### src/hdl/dmx_phase_angle_dimmer_8ch_top_macros.svh
// assertion macros for the dmx dimmer block
// expects signals named clk and rst in the scope of use
`ifndef DMX_PHASE_ANGLE_DIMMER_8CH_TOP_MACROS_SVH
`define DMX_PHASE_ANGLE_DIMMER_8CH_TOP_MACROS_SVH

// same-cycle implication, checked outside reset
`define DMX_ASSERT_NOW(label, ante, cons, msg) \
  label: assert property (@(posedge clk) disable iff (rst) (ante) |-> (cons)) \
    else $error(msg);

// next-cycle implication, checked outside reset
`define DMX_ASSERT_NEXT(label, ante, cons, msg) \
  label: assert property (@(posedge clk) disable iff (rst) (ante) |=> (cons)) \
    else $error(msg);

`endif

### src/hdl/dmx_pad_pkg.sv
// shared types and constants for the dmx phase-angle dimmer
// no dependencies
package dmx_pad_pkg;

  // default sizing
  localparam int CHANNELS_DEF       = 8;
  localparam int PHASE_STEPS_DEF    = 240;
  localparam int UNIVERSE_SLOTS_DEF = 513;

  // fixed widths
  localparam int SLOT_W    = 10;
  localparam int START_W   = 9;
  localparam int TIMEOUT_W = 16;
  localparam int CFG_IDX_W = 2;
  localparam int CFG_DAT_W = 16;

  // reset values of the registers
  localparam logic [START_W-1:0]   START_ADDRESS_RST = 9'd1;
  localparam logic                 DIMMER_MODE_RST   = 1'b1;
  localparam logic [TIMEOUT_W-1:0] LOST_TIMEOUT_RST  = 16'd8000;

  // register indexes
  localparam logic [CFG_IDX_W-1:0] REG_START_ADDRESS = 2'd0;
  localparam logic [CFG_IDX_W-1:0] REG_DIMMER_MODE   = 2'd1;
  localparam logic [CFG_IDX_W-1:0] REG_LOST_TIMEOUT  = 2'd2;

  // item kinds
  localparam logic [1:0] ACT_BYTE = 2'd0;
  localparam logic [1:0] ACT_TICK = 2'd1;
  localparam logic [1:0] ACT_SYNC = 2'd2;

  // switch-mode threshold and full level
  localparam logic [7:0] SWITCH_THRESHOLD = 8'd128;
  localparam logic [7:0] LEVEL_FULL       = 8'd255;

  typedef struct packed {
    logic [1:0] action;
    logic [7:0] rx_byte;
    logic       framing_error;
  } in_item_t;

  typedef struct packed {
    logic [7:0] channel_bits;
    logic [7:0] phase;
    logic       signal_lost;
  } out_item_t;

endpackage

### src/hdl/dmx_phase_angle_dimmer_8ch_top.sv
// Eight-channel DMX512 receiver with phase-angle dimmer outputs. One transaction is
// taken every clock cycle while item_stall is low: a received byte, a timer tick or
// a zero-cross sync is decoded and applied to the frame state, the slot window and
// the phase counter in the cycle it is accepted, and a tick's result is registered,
// in the skid register if the output stalls. Only ticks produce a result. Results
// pass through an output register and a skid register, so item_stall rises only when
// both hold a result that the far side has not yet taken. Register writes are taken
// every cycle (cfg_ready is always high) and must only be issued while the block is idle.
// depends on dmx_pad_pkg, dmx_pad_level, dmx_pad_skid and the assertion macros
`include "dmx_phase_angle_dimmer_8ch_top_macros.svh"

module dmx_phase_angle_dimmer_8ch_top #(
  parameter int CHANNELS       = dmx_pad_pkg::CHANNELS_DEF,
  parameter int PHASE_STEPS    = dmx_pad_pkg::PHASE_STEPS_DEF,
  parameter int UNIVERSE_SLOTS = dmx_pad_pkg::UNIVERSE_SLOTS_DEF
) (
  input  logic                               clk,
  input  logic                               rst,
  input  logic                               item_valid,
  output logic                               item_stall,
  input  dmx_pad_pkg::in_item_t              item,
  output logic                               result_valid,
  input  logic                               result_stall,
  output dmx_pad_pkg::out_item_t             result,
  input  logic                               cfg_valid,
  output logic                               cfg_ready,
  input  logic [dmx_pad_pkg::CFG_IDX_W-1:0]  cfg_index,
  input  logic [dmx_pad_pkg::CFG_DAT_W-1:0]  cfg_data
);
  import dmx_pad_pkg::*;

  localparam int IDX_W    = (CHANNELS > 1) ? $clog2(CHANNELS) : 1;
  localparam int CH_OUT_W = (CHANNELS > 8) ? CHANNELS : 8;
  localparam logic [SLOT_W-1:0] START_HI   = SLOT_W'(UNIVERSE_SLOTS - CHANNELS);
  localparam logic [SLOT_W-1:0] SLOT_LIMIT = SLOT_W'(UNIVERSE_SLOTS);
  localparam logic [8:0]        PHASE_MAX  = 9'(PHASE_STEPS);

  // configuration registers
  logic [START_W-1:0]   start_address;
  logic                 dimmer_mode;
  logic [TIMEOUT_W-1:0] lost_timeout;

  // receiver and dimmer state
  logic [SLOT_W-1:0]        slot_count, slot_count_next;
  logic                     frame_valid, frame_valid_next;
  logic [TIMEOUT_W-1:0]     lost_count, lost_count_next;
  logic [7:0]               phase_step, phase_step_next;
  logic [CHANNELS-1:0][7:0] window, window_next;

  logic                accept;
  logic                push;
  logic [SLOT_W-1:0]   win_start;
  logic [SLOT_W:0]     win_end;
  logic                in_win;
  logic [SLOT_W-1:0]   win_offset;
  logic [IDX_W-1:0]    win_idx;
  logic [8:0]          phase_inc;
  logic [CHANNELS-1:0] lvl_bits;
  logic [CH_OUT_W-1:0] bits_wide;
  out_item_t           new_result;
  logic                buf_full;

  assign cfg_ready  = 1'b1;
  assign accept     = item_valid && !item_stall;
  assign item_stall = buf_full;

  // register writes
  always_ff @(posedge clk) begin
    if (rst) begin
      start_address <= START_ADDRESS_RST;
      dimmer_mode   <= DIMMER_MODE_RST;
      lost_timeout  <= LOST_TIMEOUT_RST;
    end else if (cfg_valid && cfg_ready) begin
      case (cfg_index)
        REG_START_ADDRESS: start_address <= cfg_data[START_W-1:0];
        REG_DIMMER_MODE:   dimmer_mode   <= cfg_data[0];
        REG_LOST_TIMEOUT:  lost_timeout  <= cfg_data[TIMEOUT_W-1:0];
        default: ;
      endcase
    end
  end

  // window start clamped into the universe
  always_comb begin
    win_start = {1'b0, start_address};
    if (win_start == '0) begin
      win_start = SLOT_W'(1);
    end
    if (win_start > START_HI) begin
      win_start = START_HI;
    end
  end

  assign win_end    = {1'b0, win_start} + (SLOT_W+1)'(CHANNELS);
  assign in_win     = (slot_count >= win_start) && ({1'b0, slot_count} < win_end);
  assign win_offset = slot_count - win_start;
  assign win_idx    = win_offset[IDX_W-1:0];
  assign phase_inc  = {1'b0, phase_step} + 9'd1;

  // next state for one accepted transaction
  always_comb begin
    slot_count_next  = slot_count;
    frame_valid_next = frame_valid;
    lost_count_next  = lost_count;
    phase_step_next  = phase_step;
    window_next      = window;
    if (accept) begin
      case (item.action)
        ACT_BYTE: begin
          if (item.framing_error) begin
            if (slot_count > SLOT_W'(1)) begin
              lost_count_next = '0;
            end
            frame_valid_next = (item.rx_byte == 8'd0);
            slot_count_next  = (item.rx_byte == 8'd0) ? SLOT_W'(1) : '0;
          end else if (frame_valid && (slot_count < SLOT_LIMIT)) begin
            for (int i = 0; i < CHANNELS; i++) begin
              if (in_win && (win_idx == IDX_W'(i))) begin
                window_next[i] = item.rx_byte;
              end
            end
            slot_count_next = slot_count + SLOT_W'(1);
          end
        end
        ACT_TICK: begin
          phase_step_next = (phase_inc > PHASE_MAX) ? 8'd0 : phase_inc[7:0];
          if (lost_count < lost_timeout) begin
            lost_count_next = lost_count + TIMEOUT_W'(1);
          end
        end
        ACT_SYNC: phase_step_next = 8'd0;
        default: ;
      endcase
      // signal lost clears the kept values
      if (lost_count_next >= lost_timeout) begin
        window_next = '0;
      end
    end
  end

  always_ff @(posedge clk) begin
    if (rst) begin
      slot_count  <= '0;
      frame_valid <= 1'b0;
      lost_count  <= LOST_TIMEOUT_RST;
      phase_step  <= 8'd0;
      window      <= '0;
    end else begin
      slot_count  <= slot_count_next;
      frame_valid <= frame_valid_next;
      lost_count  <= lost_count_next;
      phase_step  <= phase_step_next;
      window      <= window_next;
    end
  end

  // channel compares against the phase after this tick
  dmx_pad_level #(
    .CHANNELS (CHANNELS)
  ) u_level (
    .window      (window),
    .phase       (phase_step_next),
    .dimmer_mode (dimmer_mode),
    .bits        (lvl_bits)
  );

  assign bits_wide               = CH_OUT_W'(lvl_bits);
  assign new_result.channel_bits = bits_wide[7:0];
  assign new_result.phase        = phase_step_next;
  assign new_result.signal_lost  = (lost_count_next >= lost_timeout);
  assign push                    = accept && (item.action == ACT_TICK);

  // result buffering
  dmx_pad_skid u_skid (
    .clk       (clk),
    .rst       (rst),
    .push      (push),
    .push_data (new_result),
    .full      (buf_full),
    .out_valid (result_valid),
    .out_stall (result_stall),
    .out_data  (result)
  );

  `DMX_ASSERT_NOW(a_skid_behind_out, item_stall, result_valid, "skid full with output empty")
  `DMX_ASSERT_NOW(a_phase_range, 1'b1, phase_step <= 8'(PHASE_STEPS), "phase out of range")
  `DMX_ASSERT_NEXT(a_sync_clears_phase, accept && (item.action == ACT_SYNC),
    phase_step == 8'd0, "sync did not reset phase")
  `DMX_ASSERT_NEXT(a_tick_gives_result, push, result_valid, "tick produced no result")

endmodule

### src/hdl/dmx_pad_level.sv
// per-channel level derivation and phase compare
// depends on dmx_pad_pkg
module dmx_pad_level #(
  parameter int CHANNELS = dmx_pad_pkg::CHANNELS_DEF
) (
  input  logic [CHANNELS-1:0][7:0] window,
  input  logic [7:0]               phase,
  input  logic                     dimmer_mode,
  output logic [CHANNELS-1:0]      bits
);
  import dmx_pad_pkg::*;

  logic [CHANNELS-1:0][7:0] level;

  // level per channel, then on while phase exceeds it
  always_comb begin
    for (int i = 0; i < CHANNELS; i++) begin
      if (dimmer_mode) begin
        level[i] = LEVEL_FULL - window[i];
      end else if (window[i] > SWITCH_THRESHOLD) begin
        level[i] = 8'd0;
      end else begin
        level[i] = LEVEL_FULL;
      end
      bits[i] = (phase > level[i]);
    end
  end

endmodule

### src/hdl/dmx_pad_skid.sv
// two-entry result buffer: output register plus skid register
// depends on dmx_pad_pkg
module dmx_pad_skid (
  input  logic                  clk,
  input  logic                  rst,
  input  logic                  push,
  input  dmx_pad_pkg::out_item_t push_data,
  output logic                  full,
  output logic                  out_valid,
  input  logic                  out_stall,
  output dmx_pad_pkg::out_item_t out_data
);
  import dmx_pad_pkg::*;

  logic      skid_valid;
  out_item_t skid_data;
  logic      out_free;

  assign out_free = !out_valid || !out_stall;
  assign full     = skid_valid;

  // control: output register fed from skid first, new transaction after
  always_ff @(posedge clk) begin
    if (rst) begin
      out_valid  <= 1'b0;
      skid_valid <= 1'b0;
    end else if (out_free) begin
      out_valid  <= skid_valid || push;
      skid_valid <= 1'b0;
    end else if (push) begin
      skid_valid <= 1'b1;
    end
  end

  // payload
  always_ff @(posedge clk) begin
    if (out_free) begin
      if (skid_valid) begin
        out_data <= skid_data;
      end else if (push) begin
        out_data <= push_data;
      end
    end else if (push) begin
      skid_data <= push_data;
    end
  end

endmodule

### config.mk
export PLATFORM = sky130hd
export DESIGN_NAME = dmx_phase_angle_dimmer_8ch_top
export DESIGN_NICKNAME = d
export VERILOG_FILES = /design/src/hdl/dmx_pad_pkg.sv /design/src/hdl/dmx_phase_angle_dimmer_8ch_top.sv /design/src/hdl/dmx_pad_level.sv /design/src/hdl/dmx_pad_skid.sv
export VERILOG_INCLUDE_DIRS = /design/src /design/src/hdl
export SDC_FILE = /design/constraint.sdc
export NUM_CORES = 1
export LEC_CHECK = 0
export BUFFER_PORTS_ARGS = -buffer_cell sky130_fd_sc_hd__buf_4
export CORE_MARGIN = 10
export CORE_UTILIZATION = 61
export CTS_CLUSTER_SIZE = 10
export DETAILED_ROUTE_END_ITERATION = 8
export PLACE_DENSITY = 0.84
export REMOVE_ABC_BUFFERS = 1
export SETUP_SLACK_MARGIN = 0.15
export SYNTH_ARGS = -nofsm -noshare
export SYNTH_HDL_FRONTEND = slang
export SYNTH_SLANG_ARGS = --single-unit
### constraint.sdc
create_clock -name clk -period 5 [get_ports clk]
set_input_delay 0.5 -clock clk [delete_from_list [all_inputs] [get_ports clk]]
set_output_delay 0.5 -clock clk [all_outputs]
set_load 0.005 [all_outputs]
### Word level (Yosys, flattened, before mapping)

Index checks and enable logic that the tools add are counted.

* magnitude comparators: 25
* bitwise gates (word level): 1
* reduce and logical (&&, ||, !) cells: 50
* add/sub/neg operators: 13
* muxes and demuxes: 44
* equal/unequal tests: 12

Operators with widths (count)
* $mux W64: 4
* $mux W8: 26
* $mux W16: 5
* $gt A8 B8 Y1: 8
* $gt A8 B8 Y1 const B: 8
* $sub A8 B8 Y8 const A: 8
* $reduce_and A5 Y1: 8
* $mux W17: 2
* $ge A16 B16 Y1: 2
* $pmux W16 S2: 1
* $reduce_bool A2 Y1: 12
* $mux W10: 2
* $mux W9: 2
* $add A16 B1 Y16 const B: 1
* $lt A16 B16 Y1: 1
* $pmux W8 S2: 1
* $eq A3 B3 Y1 const B: 4
* $logic_and A1 B1 Y1: 12
* $add A10 B4 Y11 const B: 1
* $lt A10 B11 Y1: 1
* $add A10 B1 Y10 const B: 1
* $ge A10 B10 Y1: 1
* $gt A10 B1 Y1 const B: 1
* $gt A10 B9 Y1 const B: 1
* 20 further kinds: 32

* output and inout bits: 20
* input bits: 34
* word-level logic and storage cells: 168
* bits in registers: 161

### Logic depth before layout (Yosys ltp)

* word-level depth: 13
* gate-level depth with buffers: 18
* gate-level depth less buffers: 15

### Cells and area by module

From an unflattened synthesis, not the netlist that was laid out.

* cell total of the unflattened synthesis: 1170
* area, all modules: 10622.7 um^2

By module, submodules not included
* dmx_phase_angle_dimmer_8ch_top: instances 1, area an instance 7185.6 um^2, seq. area each 2502.4 um^2, cells an instance 845
* dmx_pad_level: instances 1, area an instance 2090.8 um^2, seq. area each 0.0 um^2, cells an instance 264
* dmx_pad_skid: instances 1, area an instance 1346.3 um^2, seq. area each 1061.0 um^2, cells an instance 61

### Worst setup path after synthesis

OpenSTA, ideal clock, no wires.

* path kind: register to register
* start point: reg lost_timeout[14]
* end point: reg window[40] (netlist name)
* required time: 4940 ps
* arrival: 4241 ps
* library setup time: 60 ps
* period minus slack after synthesis: 4301 ps
* path slack: 699 ps
* stages on the path, launching flop included: 17
* buffers on the path: 2
* path through: dfxtp_1 inv_1 ha_1 nand4_1 nor3_1 a21oi_1 nand3_1 clkbuf_1 o311ai_1 o311ai_0 ha_1 and4_1 a2111o_1 a21o_1 buf_2 a21oi_1 a22o_1

* cells in the longest elaborated chain, start to end: 7
* elaborated cells between the ends (all ways): 11
* classes of those cells: 2 x order compare; 1 x eq/ne; 4 x mux; 4 x reduce/logical

Ends and longest elaborated chain
* start: declaration: RTL line dmx_phase_angle_dimmer_8ch_top.sv:41 `logic [TIMEOUT_W-1:0] lost_timeout;`
* start signal: assignment: RTL line dmx_phase_angle_dimmer_8ch_top.sv:77 `REG_LOST_TIMEOUT: lost_timeout <= cfg_data[TIMEOUT_W-1:0];`
* $lt A16 B16 Y1: RTL line dmx_phase_angle_dimmer_8ch_top.sv:127 `if (lost_count < lost_timeout) begin`
* $mux W16: RTL line dmx_phase_angle_dimmer_8ch_top.sv:127
* $pmux W16 S2: RTL line dmx_phase_angle_dimmer_8ch_top.sv:108 `case (item.action)`
* $mux W16: RTL line dmx_phase_angle_dimmer_8ch_top.sv:107 `if (accept) begin`
* $ge A16 B16 Y1 *: RTL line dmx_phase_angle_dimmer_8ch_top.sv:135 `if (lost_count_next >= lost_timeout) begin`
* $ne A2 B1 Y1 (no source line) / $reduce_bool A2 Y1 (equally long branches)
* $reduce_and A5 Y1 (no source line)
* end signal: assignment: RTL line dmx_phase_angle_dimmer_8ch_top.sv:153 `window <= window_next;`
* end: declaration: RTL line dmx_phase_angle_dimmer_8ch_top.sv:48 `logic [CHANNELS-1:0][7:0] window, window_next;`

Every way passes the cells marked *; elsewhere a longest branch is shown, timed or not. The select of a mux whose other input is x is not followed.
A chain may end at the register's enable or synchronous reset.

### Worst setup path after layout

* start point: reg lost_count[14]
* end point: reg window[24] (netlist name)

* cells in the longest elaborated chain, start to end: 7
* elaborated cells between the ends (all ways): 14
* classes of those cells: 1 x add/sub; 2 x order compare; 1 x eq/ne; 6 x mux; 4 x reduce/logical

Ends and longest elaborated chain
* start: declaration: RTL line dmx_phase_angle_dimmer_8ch_top.sv:46 `logic [TIMEOUT_W-1:0] lost_count, lost_count_next;`
* start signal: assignment: RTL line dmx_phase_angle_dimmer_8ch_top.sv:151 `lost_count <= lost_count_next;`
* $add A16 B1 Y16, or another cell as far along: RTL line dmx_phase_angle_dimmer_8ch_top.sv:128 `lost_count_next = lost_count + TIMEOUT_W'(1);`
* $mux W16 (on tied branches): RTL line dmx_phase_angle_dimmer_8ch_top.sv:127, dmx_phase_angle_dimmer_8ch_top.sv:110
* $pmux W16 S2 *: RTL line dmx_phase_angle_dimmer_8ch_top.sv:108
* $mux W16 *: RTL line dmx_phase_angle_dimmer_8ch_top.sv:107
* $ge A16 B16 Y1 *: RTL line dmx_phase_angle_dimmer_8ch_top.sv:135
* $ne A2 B1 Y1 (no source line) / $reduce_bool A2 Y1 (equally long branches)
* $reduce_and A5 Y1 (no source line)

Marked as above.

==> metrics <==
outcome finished clean; critical path endpoint category flip-flop; Post-Synth XOR/XNOR Area under 10%; fin worst setup slack between 400 and 500 ps; Detailed Route Iter0 Violations 974; max_cap viols 0; Final nets between 1000 and 1500; Main synth FF type dfxtp_1; final hold vios 0; FF+latch count, synth around 160; Max VDD drop between 0.0002 and 0.00025 V; WL/cell between 15 and 20 µm; DR vias/cell ~6.5; Final GP Congestion around 0.96; FFs w/ async S/R, synth 0%; hpwl dp between 20000 and 25000 µm; Rows between 40 and 50; initial core utilization about 63%; drt pass-1 iters 6; Slew HR 43.5%; # Post-CTS Setup Buffers 0; largest net degree at the start of global routing between 60 and 70; Post-Synth Simple-Gate Area roughly a fifth; initial antenna violation count 0; total grt overflow 0; post-synthesis sequential area ratio ~33%; die area 23600 µm²; root buffer cell clkbuf_16; CTS Buf Count 17; Ant. Diodes 0; CTS tree built; compound-cell area share of the yosys netlist between 20% and 30%; I/O Buffers 52; I/O pins 54; Post-CTS Hold Fix Bufs 0; hold slack final between 200 and 300 ps; share of layout cells above drive strength 1 approximately 12%; Die Span X 154 µm; worst-path maximum fanout 15; Pins Over Slew Limit 0; Setup Viol. Count Final 0; chip height about 150 µm; DP Worst Slack 354 ps; yosys warns 0; fin crit share 91.2%; placed cell count ~1500; synthesized area 10900 µm²; Clock Pin Slew Worst Setup and Hold Paths roughly 70 ps; Worst Setup Start Kind flip-flop; Leak a little under 6 nW; crit path DAT 4940 ps; WL final between 20000 and 30000 µm; via count approximately 9700; fraction of synthesized area in multiplexers 2.24%; first-pass GRT wire length between 40000 and 50000 µm; Skew-Pair Late Insertion Delay approximately 430 ps; most common library cell in the layout ignoring fill and taps ha_1; pwr/cell area around 250 nW/µm²; post-layout min period 4560 ps; largest family of logic cells by synthesized area compound AO/OA/AOI/OAI gates; most frequent cells in the layout ha_1, dfxtp_1, nand2_1; Hold Crit Class primary input to flip-flop; unrepaired setup endpoints after global routing yes; core area around 17000 µm²; Unique masters post-synth between 70 and 80; area grow syn2layout 11.3%; post-route ant nets 0; GR Util All Layers about a quarter; htree depth 4; post-synthesis adder-cell area fraction ~16%; clk buf depth 2; cells after synthesis between 1000 and 1500; TNS Setup 0 ps; Gates resized, CTS repair 0; critical path data required time between 5000 and 6000 ps; drt drc 0; critical path class flip-flop to flip-flop; vias in the first global route between 9000 and 10000; clock tree sinks approximately 160; Max Freq between 200 and 250 MHz; Worst Tran Pin Value ~840 ps; Layout Cells excl Fill between 1000 and 1500; number of synthesized flops with an enable pin 34; Clock Skews 9.74 ps; syn_area_per_cell 8.97 µm²; fill count between 1000 and 1500
-- area by class of cell --
type | count | area (µm²) | area share [%]
clock buffers | 17 | 425 | 3.51
clock inverters | 15 | 150 | 1.24
inverters | 56 | 210 | 1.73
multi-input cells | 930 | 6850 | 56.5
flip-flops and latches | 161 | 3560 | 29.4
well taps | 225 | 282 | 2.32
repair buffers | 85 | 638 | 5.26
-- cell usage after synthesis (8+ instances only) --
master / instances / area (µm²)
a211o_1: 16 / 140
or4_1: 8 / 60.1
nand4_1: 32 / 200
a22o_1: 57 / 499
o21a_1: 24 / 180
nand2b_1: 12 / 75.1
xor2_1: 9 / 78.8
nand3_1: 48 / 240
a21oi_1: 72 / 360
xnor2_1: 12 / 105
nor2b_1: 13 / 81.3
a31oi_1: 12 / 75.1
edfxtp_1: 34 / 1020
buf_1: 10 / 37.5
and3_1: 28 / 175
nor4_1: 16 / 100
nor3_1: 19 / 95.1
o21ai_0: 38 / 190
a21o_1: 74 / 556
ha_1: 136 / 1700
nand2_1: 94 / 353
nor2_1: 73 / 274
mux2_2: 11 / 124
o31ai_1: 8 / 60.1
dfxtp_1: 127 / 2540
a211oi_1: 8 / 60.1
inv_1: 56 / 210
clkbuf_1: 50 / 188
mux2i_1: 12 / 120
-- cell families after synthesis --
kind of cell	count (synthesis)
other	1
adder cells (fa/ha/maj)	137
multiplexers	23
XOR/XNOR	21
AO/OA/AOI/OAI	359
buffers and inverters	123
AND/OR/NAND/NOR	389
flip-flops	161
-- per-stage QoR --
stage / util (%) / total power, mW / area, µm²
after floorplan: - / 1.59 / 10600
after global placement: 66.3 / 1.72 / 11500
after detailed placement: 66.3 / 1.73 / 11500
after CTS: 69.6 / 2.99 / 12100
after global routing: 69.6 / 3.09 / 12100
final: 69.6 / 2.99 / 12100
-- where the power goes --
part           internal, mW  switching [mW]
Sequential             1.34          0.0141
Combinational         0.125           0.232
Clock                 0.699           0.584
Total                  2.16           0.830
-- critical path: stages (launching register included) --
cell and delay (ps):
dfxtp_1 490, ha_1 330, a21oi_1 170, a21boi_0 170, a211o_1 390, a211oi_2 240
buf_4 200, a31oi_1 120, a221o_1 290, ha_1 300, and4_1 180, a2111o_1 420
a21o_2 400, a21oi_1 570, a22o_1 240
-- sequential cells by signal (all words and copies together), names as in the netlist, 8 cells and up --
name	count
window	64
start_address	9
slot_count	10
lost_count	16
phase_step	8
lost_timeout	16
u_skid.skid_data	17
u_skid.out_data	17
-- metal layers --
metal | vias up | GRT usage [%] | routed length, µm | share of wire, %
li1 | 4637 | - | - | -
met1 | 4566 | 30.6 | 12200 | 43
met2 | 435 | 38.3 | 13200 | 46
met3 | 68 | 4.60 | 2420 | 8.5
met4 | 0 | 7.38 | 640 | 2.2
met5 | - | 0 | 0 | 0
-- final timing paths --
| check | startpoint | end | slack, ps | cells past startpoint |
|---|---|---|---|---|
| setup reg to reg | lost_count[14] | window[24] | 440 | 14 |
| hold reg to reg | lost_timeout[5] | lost_timeout[5] | 450 | 2 |
| setup / recovery | lost_count[14] | window[24] | 440 | 14 |
| hold / removal | cfg_data[9] | lost_timeout[9] | 260 | 2 |
Power figures use the tool's default switching activity.
